===== src/hw/rtl/csrp_pkg.sv =====
// Shared types and constants for the clock synthesizer register planner.
// Used by every module under hw/rtl; depends on nothing else.
package csrp_pkg;

  localparam int FreqW     = 28;
  localparam int XtalW     = 26;
  localparam int DivDendW  = 46;
  localparam int DivSorW   = 32;
  localparam int DivStepW  = 6;
  localparam int P1W       = 18;
  localparam int P2W       = 20;

  localparam logic [29:0] PLL_TARGET     = 30'd900000000;
  localparam logic [19:0] FRAC_DENOM     = 20'hFFFFF;
  localparam logic [7:0]  PLL_RESET_BYTE = 8'hA0;
  localparam logic [P1W-1:0] P1_OFFSET   = 18'd512;

  localparam logic [XtalW-1:0] XTAL_RST  = 26'd25000000;
  localparam logic [7:0] PLL_BASE_RST    = 8'd26;
  localparam logic [7:0] MS_BASE_RST     = 8'd42;
  localparam logic [7:0] PLL_RESET_RST   = 8'd177;
  localparam logic [7:0] CLK0_REG_RST    = 8'd16;
  localparam logic [7:0] CLK0_VAL_RST    = 8'd79;
  localparam logic [6:0] R_DIV_RST       = 7'd0;

  localparam logic [DivStepW-1:0] STEPS_DIV1 = 6'd30;
  localparam logic [DivStepW-1:0] STEPS_DIV2 = 6'd32;
  localparam logic [DivStepW-1:0] STEPS_DIV3 = 6'd46;

  localparam logic [4:0] LAST_WRITE = 5'd17;

  typedef enum logic [2:0] {
    REG_XO_HZ          = 3'd0,
    REG_PLL_REG_BASE   = 3'd1,
    REG_MS_REG_BASE    = 3'd2,
    REG_PLL_RESET_REG  = 3'd3,
    REG_CLK0_CTRL_REG  = 3'd4,
    REG_CLK0_CTRL_VAL  = 3'd5,
    REG_R_DIV_BITS     = 3'd6
  } cfg_index_t;

  typedef enum logic [2:0] {
    F_IDLE,
    F_DIV1,
    F_MUL,
    F_DIV2,
    F_DIV3,
    F_PUSH
  } front_state_t;

  typedef struct packed {
    logic [XtalW-1:0] xo_hz;
    logic [7:0]       pll_reg_base;
    logic [7:0]       ms_reg_base;
    logic [7:0]       pll_reset_reg;
    logic [7:0]       clk0_ctrl_reg;
    logic [7:0]       clk0_ctrl_value;
    logic [6:0]       r_div_bits;
  } cfg_t;

  typedef struct packed {
    logic                start;
    logic [DivDendW-1:0] dividend;
    logic [DivSorW-1:0]  divisor;
    logic [DivStepW-1:0] steps;
  } div_cmd_t;

  typedef struct packed {
    logic [P1W-1:0] p1_pll;
    logic [P2W-1:0] p2_pll;
    logic [P1W-1:0] p1_ms;
  } plan_t;

endpackage


===== src/hw/rtl/csrp_div.sv =====
// Restoring divider, one quotient bit per cycle, dividend left-aligned.
// Depends on csrp_pkg.
module csrp_div import csrp_pkg::*; (
  input  logic                clk,
  input  logic                rst,
  input  div_cmd_t            cmd,
  output logic                done,
  output logic [DivDendW-1:0] quotient,
  output logic [DivSorW-1:0]  remainder
);

  logic [DivSorW:0]     rem;
  logic [DivDendW-1:0]  sr;
  logic [DivSorW-1:0]   divisor;
  logic [DivStepW-1:0]  cnt;
  logic                 run;
  logic [DivSorW:0]     rem_sh;
  logic                 fits;

  assign rem_sh = {rem[DivSorW-1:0], sr[DivDendW-1]};
  assign fits   = rem_sh >= {1'b0, divisor};

  always_ff @(posedge clk) begin
    if (rst) begin
      run  <= 1'b0;
      done <= 1'b0;
      cnt  <= '0;
    end else begin
      done <= run && (cnt == 6'd1);
      if (cmd.start) begin
        run <= 1'b1;
        cnt <= cmd.steps;
      end else if (run) begin
        cnt <= cnt - 6'd1;
        if (cnt == 6'd1) run <= 1'b0;
      end
    end
  end

  always_ff @(posedge clk) begin
    if (cmd.start) begin
      rem     <= '0;
      sr      <= cmd.dividend;
      divisor <= cmd.divisor;
    end else if (run) begin
      rem <= fits ? (rem_sh - {1'b0, divisor}) : rem_sh;
      sr  <= {sr[DivDendW-2:0], fits};
    end
  end

  assign quotient  = sr;
  assign remainder = rem[DivSorW-1:0];

endmodule


===== src/hw/rtl/csrp_front.sv =====
// Front end: takes a frequency and works out the divider and PLL parameters.
// Depends on csrp_pkg and csrp_div.
module csrp_front import csrp_pkg::*; (
  input  logic             clk,
  input  logic             rst,
  input  logic             start,
  input  logic [FreqW-1:0] frequency,
  output logic             busy,
  input  logic [XtalW-1:0] xo_hz,
  input  logic             q_full,
  output logic             push,
  output plan_t            plan
);

  front_state_t state, state_next;
  logic             in_full;
  logic [FreqW-1:0] in_freq;
  logic [FreqW-1:0] freq;
  logic [29:0]      divider;
  logic [7:0]       mult;
  logic [19:0]      num;
  logic             take;

  div_cmd_t             cmd;
  logic                 div_done;
  logic [DivDendW-1:0]  quot;
  logic [DivSorW-1:0]   drem;

  logic                 xtal_zero;
  logic [25:0]          rem_eff;
  logic [31:0]          pll;
  logic [26:0]          x;
  logic [6:0]           fq;
  logic [20:0]          fr;
  logic                 corr;
  logic [6:0]           frac;

  csrp_div u_div (
    .clk       (clk),
    .rst       (rst),
    .cmd       (cmd),
    .done      (div_done),
    .quotient  (quot),
    .remainder (drem)
  );

  assign busy      = in_full;
  assign xtal_zero = (xo_hz == '0);
  assign rem_eff   = xtal_zero ? 26'd0 : drem[25:0];
  assign pll       = 32'({2'b0, divider} * {4'b0, freq});

  always_ff @(posedge clk) begin
    if (rst) begin
      state   <= F_IDLE;
      in_full <= 1'b0;
    end else begin
      state <= state_next;
      if (start && !in_full) in_full <= 1'b1;
      else if (take) in_full <= 1'b0;
    end
  end

  always_ff @(posedge clk) begin
    if (start && !in_full) in_freq <= frequency;
    if (take) freq <= in_freq;
    if (state == F_DIV1 && div_done) begin
      divider <= (freq == '0) ? 30'd0 : {quot[29:1], 1'b0};
    end
    if (state == F_DIV2 && div_done) mult <= xtal_zero ? 8'd0 : quot[7:0];
    if (state == F_DIV3 && div_done) num <= xtal_zero ? 20'd0 : quot[19:0];
  end

  always_comb begin
    state_next = state;
    unique case (state)
      F_IDLE: if (in_full) state_next = F_DIV1;
      F_DIV1: if (div_done) state_next = F_MUL;
      F_MUL:  state_next = F_DIV2;
      F_DIV2: if (div_done) state_next = F_DIV3;
      F_DIV3: if (div_done) state_next = F_PUSH;
      F_PUSH: if (!q_full) state_next = F_IDLE;
      default: state_next = F_IDLE;
    endcase
  end

  always_comb begin
    take      = 1'b0;
    push      = 1'b0;
    cmd.start = 1'b0;
    cmd.dividend = '0;
    cmd.divisor  = '0;
    cmd.steps    = '0;
    unique case (state)
      F_IDLE: begin
        take         = in_full;
        cmd.start    = in_full;
        cmd.dividend = {PLL_TARGET, 16'b0};
        cmd.divisor  = {4'b0, in_freq};
        cmd.steps    = STEPS_DIV1;
      end
      F_MUL: begin
        cmd.start    = 1'b1;
        cmd.dividend = {pll, 14'b0};
        cmd.divisor  = {6'b0, xo_hz};
        cmd.steps    = STEPS_DIV2;
      end
      F_DIV2: begin
        // remainder times the fixed denominator, as (rem << 20) - rem
        cmd.start    = div_done;
        cmd.dividend = {rem_eff, 20'b0} - {20'b0, rem_eff};
        cmd.divisor  = {6'b0, xo_hz};
        cmd.steps    = STEPS_DIV3;
      end
      F_PUSH: push = !q_full;
      default: ;
    endcase
  end

  // divide 128*num by 2^20-1: quotient estimate plus one correction
  assign x    = {num, 7'b0};
  assign fq   = x[26:20];
  assign fr   = {1'b0, x[19:0]} + {14'b0, fq};
  assign corr = fr >= {1'b0, FRAC_DENOM};
  assign frac = fq + {6'b0, corr};

  always_comb begin
    plan.p1_pll = {3'b0, mult, 7'b0} + {11'b0, frac} - P1_OFFSET;
    plan.p2_pll = corr ? 20'(fr - {1'b0, FRAC_DENOM}) : fr[19:0];
    plan.p1_ms  = {divider[10:0], 7'b0} - P1_OFFSET;
  end

endmodule


===== src/hw/rtl/csrp_fifo.sv =====
// Two-entry queue of computed plans between front and back end.
// Depends on csrp_pkg.
module csrp_fifo import csrp_pkg::*; (
  input  logic  clk,
  input  logic  rst,
  input  logic  push,
  input  plan_t wdata,
  input  logic  pop,
  output plan_t rdata,
  output logic  full,
  output logic  nonempty
);

  plan_t       mem [2];
  logic        wptr;
  logic        rptr;
  logic [1:0]  count;

  assign full     = (count == 2'd2);
  assign nonempty = (count != 2'd0);
  assign rdata    = mem[rptr];

  always_ff @(posedge clk) begin
    if (rst) begin
      wptr  <= 1'b0;
      rptr  <= 1'b0;
      count <= 2'd0;
    end else begin
      if (push) wptr <= ~wptr;
      if (pop) rptr <= ~rptr;
      count <= count + {1'b0, push} - {1'b0, pop};
    end
  end

  always_ff @(posedge clk) begin
    if (push) mem[wptr] <= wdata;
  end

`ifndef SYNTH
  a_no_overflow: assert property (@(posedge clk) disable iff (rst) push |-> !full)
    else $error("push into full queue");
  a_no_underflow: assert property (@(posedge clk) disable iff (rst) pop |-> nonempty)
    else $error("pop from empty queue");
`endif

endmodule


===== src/hw/rtl/csrp_back.sv =====
// Back end: turns one plan into eighteen register writes, one per cycle.
// Depends on csrp_pkg.
module csrp_back import csrp_pkg::*; (
  input  logic        clk,
  input  logic        rst,
  input  cfg_t        cfg,
  input  logic        q_nonempty,
  input  plan_t       q_data,
  output logic        pop,
  output logic        strobe,
  output logic [7:0]  reg_addr,
  output logic [7:0]  reg_data,
  output logic        last
);

  plan_t       entry;
  logic        active;
  logic [4:0]  idx;
  logic [7:0]  addr_c;
  logic [7:0]  data_c;

  assign pop = q_nonempty && (!active || idx == LAST_WRITE);

  always_ff @(posedge clk) begin
    if (rst) begin
      active <= 1'b0;
      idx    <= '0;
      strobe <= 1'b0;
      last   <= 1'b0;
    end else begin
      strobe <= active;
      last   <= active && (idx == LAST_WRITE);
      if (pop) begin
        active <= 1'b1;
        idx    <= '0;
      end else if (active) begin
        if (idx == LAST_WRITE) active <= 1'b0;
        else idx <= idx + 5'd1;
      end
    end
  end

  always_ff @(posedge clk) begin
    if (pop) entry <= q_data;
    reg_addr <= addr_c;
    reg_data <= data_c;
  end

  always_comb begin
    addr_c = 8'd0;
    data_c = 8'd0;
    if (idx[4]) begin
      if (idx[0]) begin
        addr_c = cfg.clk0_ctrl_reg;
        data_c = cfg.clk0_ctrl_value;
      end else begin
        addr_c = cfg.pll_reset_reg;
        data_c = PLL_RESET_BYTE;
      end
    end else if (!idx[3]) begin
      addr_c = cfg.pll_reg_base + {5'b0, idx[2:0]};
      case (idx[2:0])
        3'd0: data_c = 8'hFF;
        3'd1: data_c = 8'hFF;
        3'd2: data_c = {6'b0, entry.p1_pll[17:16]};
        3'd3: data_c = entry.p1_pll[15:8];
        3'd4: data_c = entry.p1_pll[7:0];
        3'd5: data_c = {4'hF, entry.p2_pll[19:16]};
        3'd6: data_c = entry.p2_pll[15:8];
        default: data_c = entry.p2_pll[7:0];
      endcase
    end else begin
      addr_c = cfg.ms_reg_base + {5'b0, idx[2:0]};
      case (idx[2:0])
        3'd1: data_c = 8'd1;
        3'd2: data_c = {1'b0, cfg.r_div_bits} | {6'b0, entry.p1_ms[17:16]};
        3'd3: data_c = entry.p1_ms[15:8];
        3'd4: data_c = entry.p1_ms[7:0];
        default: data_c = 8'd0;
      endcase
    end
  end

`ifndef SYNTH
  a_last_strobed: assert property (@(posedge clk) disable iff (rst) last |-> strobe)
    else $error("last without strobe");
  a_run_unbroken: assert property (@(posedge clk) disable iff (rst)
    strobe && !last |=> strobe)
    else $error("write run broken before last");
`endif

endmodule


===== src/hw/rtl/clock_synth_register_planner.sv =====
// Clock synthesizer register planner: top level with configuration registers.
// Depends on csrp_pkg, csrp_front, csrp_fifo and csrp_back.
//
// A frequency is taken when start is high and busy is low; the block then
// emits eighteen register writes, one per clock, each marked by strobe, with
// last on the eighteenth. The receiver cannot stall the writes. The front end
// works out the parameters on one shared bit-serial divider, in three divisions
// of 30, 32 and 46 steps that set the sustained rate; the write sequence
// overlaps with the next computation through a two-entry plan queue.
// Configuration is written through wr_en/wr_index/wr_data with no wait.
module clock_synth_register_planner import csrp_pkg::*; (
  input  logic             clk,
  input  logic             rst,
  input  logic             start,
  output logic             busy,
  input  logic [FreqW-1:0] frequency,
  input  logic             wr_en,
  input  logic [2:0]       wr_index,
  input  logic [XtalW-1:0] wr_data,
  output logic             strobe,
  output logic [7:0]       reg_addr,
  output logic [7:0]       reg_data,
  output logic             last
);

  cfg_t  cfg;
  plan_t plan;
  plan_t q_data;
  logic  push;
  logic  pop;
  logic  q_full;
  logic  q_nonempty;

  always_ff @(posedge clk) begin
    if (rst) begin
      cfg.xo_hz           <= XTAL_RST;
      cfg.pll_reg_base    <= PLL_BASE_RST;
      cfg.ms_reg_base     <= MS_BASE_RST;
      cfg.pll_reset_reg   <= PLL_RESET_RST;
      cfg.clk0_ctrl_reg   <= CLK0_REG_RST;
      cfg.clk0_ctrl_value <= CLK0_VAL_RST;
      cfg.r_div_bits      <= R_DIV_RST;
    end else if (wr_en) begin
      unique case (wr_index)
        REG_XO_HZ:         cfg.xo_hz           <= wr_data;
        REG_PLL_REG_BASE:  cfg.pll_reg_base    <= wr_data[7:0];
        REG_MS_REG_BASE:   cfg.ms_reg_base     <= wr_data[7:0];
        REG_PLL_RESET_REG: cfg.pll_reset_reg   <= wr_data[7:0];
        REG_CLK0_CTRL_REG: cfg.clk0_ctrl_reg   <= wr_data[7:0];
        REG_CLK0_CTRL_VAL: cfg.clk0_ctrl_value <= wr_data[7:0];
        REG_R_DIV_BITS:    cfg.r_div_bits      <= wr_data[6:0];
        default: ;
      endcase
    end
  end

  csrp_front u_front (
    .clk       (clk),
    .rst       (rst),
    .start     (start),
    .frequency (frequency),
    .busy      (busy),
    .xo_hz     (cfg.xo_hz),
    .q_full    (q_full),
    .push      (push),
    .plan      (plan)
  );

  csrp_fifo u_fifo (
    .clk      (clk),
    .rst      (rst),
    .push     (push),
    .wdata    (plan),
    .pop      (pop),
    .rdata    (q_data),
    .full     (q_full),
    .nonempty (q_nonempty)
  );

  csrp_back u_back (
    .clk        (clk),
    .rst        (rst),
    .cfg        (cfg),
    .q_nonempty (q_nonempty),
    .q_data     (q_data),
    .pop        (pop),
    .strobe     (strobe),
    .reg_addr   (reg_addr),
    .reg_data   (reg_data),
    .last       (last)
  );

endmodule

===== config.mk =====
export PLATFORM = sky130hd
export DESIGN_NAME = clock_synth_register_planner
export DESIGN_NICKNAME = d
export VERILOG_FILES = /design/src/hw/rtl/csrp_pkg.sv /design/src/hw/rtl/csrp_div.sv /design/src/hw/rtl/csrp_front.sv /design/src/hw/rtl/csrp_fifo.sv /design/src/hw/rtl/csrp_back.sv /design/src/hw/rtl/clock_synth_register_planner.sv
export SDC_FILE = /design/constraint.sdc
export NUM_CORES = 2
export LEC_CHECK = 0
export ABC_AREA = 1
export BUFFER_PORTS_ARGS = -buffer_cell sky130_fd_sc_hd__buf_2
export CELL_PAD_IN_SITES_DETAIL_PLACEMENT = 0
export CELL_PAD_IN_SITES_GLOBAL_PLACEMENT = 1
export CORE_MARGIN = 2
export CORE_UTILIZATION = 45
export DETAILED_ROUTE_END_ITERATION = 8
export GPL_TIMING_DRIVEN = 0
export PLACE_DENSITY = 0.84
export SYNTH_ARGS = -nofsm -noshare
export SYNTH_HDL_FRONTEND = slang
export SYNTH_SLANG_ARGS = --single-unit

===== constraint.sdc =====
create_clock -name clk -period 7.5 [get_ports clk]
set_input_delay 1.5 -clock clk [delete_from_list [all_inputs] [get_ports clk]]
set_output_delay 1.5 -clock clk [all_outputs]
set_load 0.02 [all_outputs]

* Yosys cells after proc, flatten, opt, wreduce, memory -nomap -nowiden
Memories as Yosys holds them, arrays and structs flattened. A register that Yosys moved wholly into a read port is not among the register bits. Index checks and enable logic that the tools add are counted.
Cells by class: $add $sub $neg 14, multipliers 1, $lt $le $gt $ge 2, eq/ne operators 25, mux-type cells 34, bitwise operators 4, reduce and logical (&&, ||, !) cells 30
Operators with widths (number):
- $pmux 85 s3 | 1
- $mux 46 | 2
- $mux 8 | 6
- $pmux 8 s6 | 1
- $sub 46x26->46 | 1
- $sub 18x10->18 const B | 2
- $ge 33x32->1 | 1
- $mul 30x28->32 | 1
- $mux 32 | 1
- $pmux 8 s4 | 1
- $sub 32x32->32 | 1
- $logic_not 28->1 | 1
- $logic_not 26->1 | 1
- $mux 26 | 1
- $eq 3x3->1 const B | 8
- $add 20x7->21 | 1
- $ge 21x20->1 const B | 1
- $mux 20 | 1
- $sub 20x20->20 const B | 1
- $eq 3x2->1 const B | 6
- $pmux 3 s6 | 1
- $add 15x7->16 | 1
- $add 8x3->8 | 2
- $reduce_and 2->1 | 8
- 23 further kinds | 59
Storage, ports and cells: bits in registers 337, RAM bits 112, input bits 61, logic and storage cells 141, memories kept 1
Memories:
- u_fifo.mem | depth 2, width 56, read ports 1, clocked after Yosys merged registers in 1, wr ports 1, RTL line csrp_fifo.sv:14 | plan_t mem [2];

* Longest topological paths before layout
word-level depth 5, gate-level depth with buffers 33

* Modules after synthesis
Synthesis repeated with hierarchy kept, for this count alone.
Second synthesis, totals: cell total of the unflattened synthesis 5225, area, all modules 42119.1 um2
Modules (own cells, without submodules):
- csrp_front | times used 1, cells each 3156, area each 23550.1 um2, sequential area each 3473.3 um2
- csrp_div | times used 1, cells each 1077, area each 7547.2 um2, sequential area each 3143.0 um2
- csrp_fifo | times used 1, cells each 205, area each 4429.2 um2, sequential area each 3463.3 um2
- csrp_back | times used 1, cells each 389, area each 3633.5 um2, sequential area each 2162.1 um2
- clock_synth_register_planner | times used 1, cells each 398, area each 2959.1 um2, sequential area each 1461.4 um2

* Worst setup path after synthesis
OpenSTA, ideal clock, no wires.
path type register -> register, from register u_front.freq[2], to register u_front.u_div.sr[40], in the netlist u_front.u_div.quotient[40] (data pin), setup time 0.259 ns, arrival 6.231 ns, slack 1.010 ns, cell stages (with the launch flop) 27, buffers on the path 2, period minus slack after synthesis 6.490 ns, cell sequence edfxtp_1 -> clkbuf_1 -> buf_1 -> nand2_1 -> inv_1 -> fa_1 -> fa_1 -> fa_1 -> inv_1 -> fa_1 -> inv_1 -> fa_1 -> inv_1 -> fa_1 -> fa_1 -> inv_1 -> ha_1 -> a21oi_1 -> o21ai_0 -> a21oi_1 -> nand3_1 -> a21o_1 -> or2_2 -> nand3_1 -> nand2_1 -> nand2_1 -> nand2_1
On the way: longest elaborated chain between the ends 3
Ends and longest elaborated chain:
- start, declared | RTL line csrp_front.sv:18 | logic [FreqW-1:0] freq;
- start signal, assigned | RTL line csrp_front.sv:65 | if (take) freq <= in_freq;
- $mul 30x28->32 | RTL line csrp_front.sv:50 | assign pll = 32'({2'b0, divider} * {4'b0, freq});
- $pmux 85 s3 | RTL line csrp_front.sv:93 | unique case (state)
- $mux 46 | RTL line csrp_div.sv:41 | if (cmd.start) begin
- end signal, assigned | RTL line csrp_div.sv:43 | sr <= cmd.dividend;
- end signal, assigned | RTL line csrp_div.sv:47 | sr <= {sr[DivDendW-2:0], fits};
- end, declared | RTL line csrp_div.sv:13 | logic [DivDendW-1:0] sr;
No other way between the ends. A chain may end at the register's enable or synchronous reset.

* Worst setup path after layout
from register u_front.divider[18], to register u_front.u_div.sr[43], in the netlist u_front.u_div.quotient[43] (data pin)
On the way: longest elaborated chain between the ends 3
Ends and longest elaborated chain:
- start, declared | RTL line csrp_front.sv:19 | logic [29:0] divider;
- start signal, assigned | RTL line csrp_front.sv:67 | divider <= (freq == '0) ? 30'd0 : {quot[29:1], 1'b0};
- $mul 30x28->32 | RTL line csrp_front.sv:50
- $pmux 85 s3 | RTL line csrp_front.sv:93
- $mux 46 | RTL line csrp_div.sv:41
No other way between the ends.

==> run_results.csv <==
group,metric,value,unit
die,fp.dieArea,88760,um^2
flow_run,maxCapViolCount,0,
die,dieHeight,297.9,um
logic_synthesis,synthArstFlopShare,0,%
timing,final.period_utilization,96.34,%
logic_synthesis,syn-cell-area,38880,um^2
layout,drive_above_1_share,7.513,%
clock_network,insertion_delay,0.60,ns
logic_synthesis,netlist_top_cells_area,"edfxtp_1 25%, fa_1 20%, nand2_1 12%",
logic_synthesis,synthCells,4840,
die,io_pins,80,
grt,met2_usage,44.69,%
timing,rsz0062_at_grt,"false",
placement,place_area,40850,um^2
clock_network,clk_path_buf_depth,3,
route,wl,125900,um
logic_synthesis,synth_top_cell_by_area,"edfxtp_1",
logic_synthesis,ys_types,70,
placement,placed_cells,6068,
die,rows,107,
logic_synthesis,synth-seq-cells,473,
route,vias,31920,
layout,fin_nets,5604,
timing,tightest_slew,1.326,ns
route,wl_per_cell,20.38,um
layout,antenna_cells,0,
layout,final_cells,6175,
clock_network,cts_root_buf,"clkbuf_16",
timing,max_freq,138.4,MHz
grt,grt_util_met1,39.98,%
grt,grt_use_total,28.59,%
grt,busiest_layer,"met2",
critical_path,rrSetupSlack,0.27,ns
clock_network,hold_buffers,0,
die,die_w,297.9,um
layout,fin_area,42850,um^2
clock_network,cts_inserted_buffers,45,
grt,grt_util_met3,5.776,%
min_path,hp-class,"reg -> reg",
grt,grt_pass1_vias,31490,
critical_path,crit_required,7.83,ns
die,design.core.area,85410,um^2
timing,fin_crit,7.225,ns
timing,clock_skew,0.02164,ns
timing,setup_viol_count_final,0,
route,via_per_inst,5.169,
logic_synthesis,yosysMostFrequentCell,"nand2_1",
critical_path,crit_fanout,10,
logic_synthesis,synth_top_area_share,25.33,%
layout,area_growth,10.21,%
placement,dpl_worst_slack,-1.049,ns
grt,grt_start_max_net_pins,56,
timing,relSlewSlack,11.57,%
grt,grt_overflow,0,
logic_synthesis,syn_nets,5446,
logic_synthesis,yosysSeqAreaShare,32.80,%
route,drt_iter0_markers,3068,
logic_synthesis,synth_edf_count,328,
route,first_pass_iters,6,
clock_network,path_clk_slew,0.06,ns
critical_path,arrival,7.56,ns
logic_synthesis,ys_warn_count,0,
route,ant_nets,0,
timing,hold_violations,0,
critical_path,endpoint_kind,"register",
clock_network,clock_sinks,473,
layout,n_fill_cell,8361,
placement,io_buffers,78,
timing,slew_violations,0,
timing,fin_tns_setup,0,ns
placement,dp_hpwl,98580,um
grt,antenna_found_initial,1,
logic_synthesis,yosys-top-cells-count,"1263 x nand2_1, 1139 x inv_1, 382 x fa_1, 350 x nor2_1, 328 x edfxtp_1",
logic_synthesis,syn_area_per_cell,8.032,um^2
critical_path,critical_path_class,"reg -> reg",
route,drc,0,
timing,worst_slack,0.2746,ns
die,initial_core_util,45.52,%
clock_network,cts.htree.levels,2,
placement,gp_congestion,0.9667,
clock_network,cts_tree,"built",
grt,grt_first_pass_wirelength,192100,um
outcome,status,"complete, no violations",
critical_path,start_kind,"register",
logic_synthesis,synthFlopType,"edfxtp_1",
[cells in the final DEF (no fill, tap or decap), types with 9 or more instances in the layout]
| master | instances |
|---|---|
| nand2_1 | 1263 |
| inv_1 | 1139 |
| fa_1 | 381 |
| nor2_1 | 345 |
| edfxtp_1 | 328 |
| nand3_1 | 197 |
| o21ai_0 | 177 |
| ha_1 | 163 |
| dfxtp_1 | 145 |
| a21oi_1 | 129 |
| buf_2 | 107 |
| clkbuf_1 | 73 |
| buf_4 | 67 |
| clkbuf_16 | 45 |
| xor2_1 | 37 |
| nand4_1 | 33 |
| clkbuf_2 | 25 |
| nor3_1 | 25 |
| nand3b_1 | 24 |
| a22o_1 | 23 |
| xnor2_1 | 21 |
| o22ai_1 | 18 |
| or2_2 | 18 |
| nand2_2 | 17 |
| a31oi_1 | 17 |
| nor2_2 | 14 |
| o211ai_1 | 11 |
| clkinv_1 | 11 |
| nor4_1 | 10 |
| o21ai_1 | 10 |
| nor2_4 | 9 |
| buf_1 | 9 |
| o21bai_1 | 9 |
[registers in the layout (all words and copies together) (netlist names), 2 cells and up]
name and count:
u_front.u_div.divisor 28, u_front.num 20, u_front.freq 28, u_front.u_div.quotient 46, u_back.reg_data 8, u_fifo.count 2
u_back.entry 47, u_front.u_div.cnt 6, u_front.mult 8, u_front.state 3, u_front.u_div.rem 32, u_front.divider 29
u_fifo.mem 94, u_back.idx 5, u_back.reg_addr 8, cfg 73, u_front.in_freq 28
[logic make-up after synthesis]
group | Yosys count | synth area share, %
compound gates | 455 | 6.971
fa+ha+maj | 545 | 24.92
mux | 3 | 0.08046
simple gates | 1977 | 20.96
buf+inv | 1329 | 12.96
xor+xnor | 58 | 1.307
flops | 473 | 32.80
[final cells by class]
class,instances,area [um^2],share of cell area [%]
plain buffers,146,686.9,1.603
clock buffers,52,1162,2.713
clock inverters,28,352.8,0.8235
inverters,1147,4305,10.05
multi-input cells,3038,21170,49.40
flip-flops and latches,473,12750,29.76
well taps,1144,1431,3.341
repair buffers,147,991.0,2.313
[worst paths after layout]
kind	start	endpoint	cells after the start
worst max register to register	u_front.divider[18]	u_front.u_div.quotient[43]	23
worst min-delay path	u_front.mult[0]	u_fifo.mem[0][45]	0
worst max-delay path	u_front.divider[18]	u_front.u_div.quotient[43]	23
worst min register to register	u_front.mult[0]	u_fifo.mem[0][45]	0
[repair_timing]
action | in CTS | in global routing
setup buffers | 33 | 30
gates resized for setup | 43 | 52
endpoints found under the setup margin | 16 | 10
[per-layer routing]
| metal | wire, um | part of all wire (%) |
|---|---|---|
| met5 | 13 | 0.010 |
| met4 | 4382 | 3.5 |
| met3 | 11720 | 9.3 |
| met2 | 56120 | 45 |
| met1 | 53630 | 43 |
[metrics by stage]
step,hold WS [ns],utilization [%]
4_1_cts,0.4340,49.84
5_1_grt,0.4466,50.16
3_5_place_dp,0.4373,47.83
3_3_place_gp,0.4341,47.65
2_1_floorplan,0.4214,-
6_report,0.4345,50.16
[critical path: stages (launching register included)]
cell and delay, ns:
edfxtp_1 0.63, clkbuf_2 0.40, nand2_1 0.12, fa_1 0.48, fa_1 0.54, fa_1 0.45
fa_1 0.52, inv_1 0.05, fa_1 0.50, fa_1 0.64, inv_1 0.09, fa_1 0.63
inv_1 0.06, ha_1 0.40, a21oi_1 0.30, o21ai_0 0.14, a21oi_1 0.14, nand3_1 0.14
a21o_1 0.19, or2_2 0.27, nand3_1 0.11, nand2_1 0.07, nand2_1 0.05, nand2_1 0.06
Power is not shown: default switching activity piles up to over one toggle a cycle in this logic, so the estimate is an artifact.
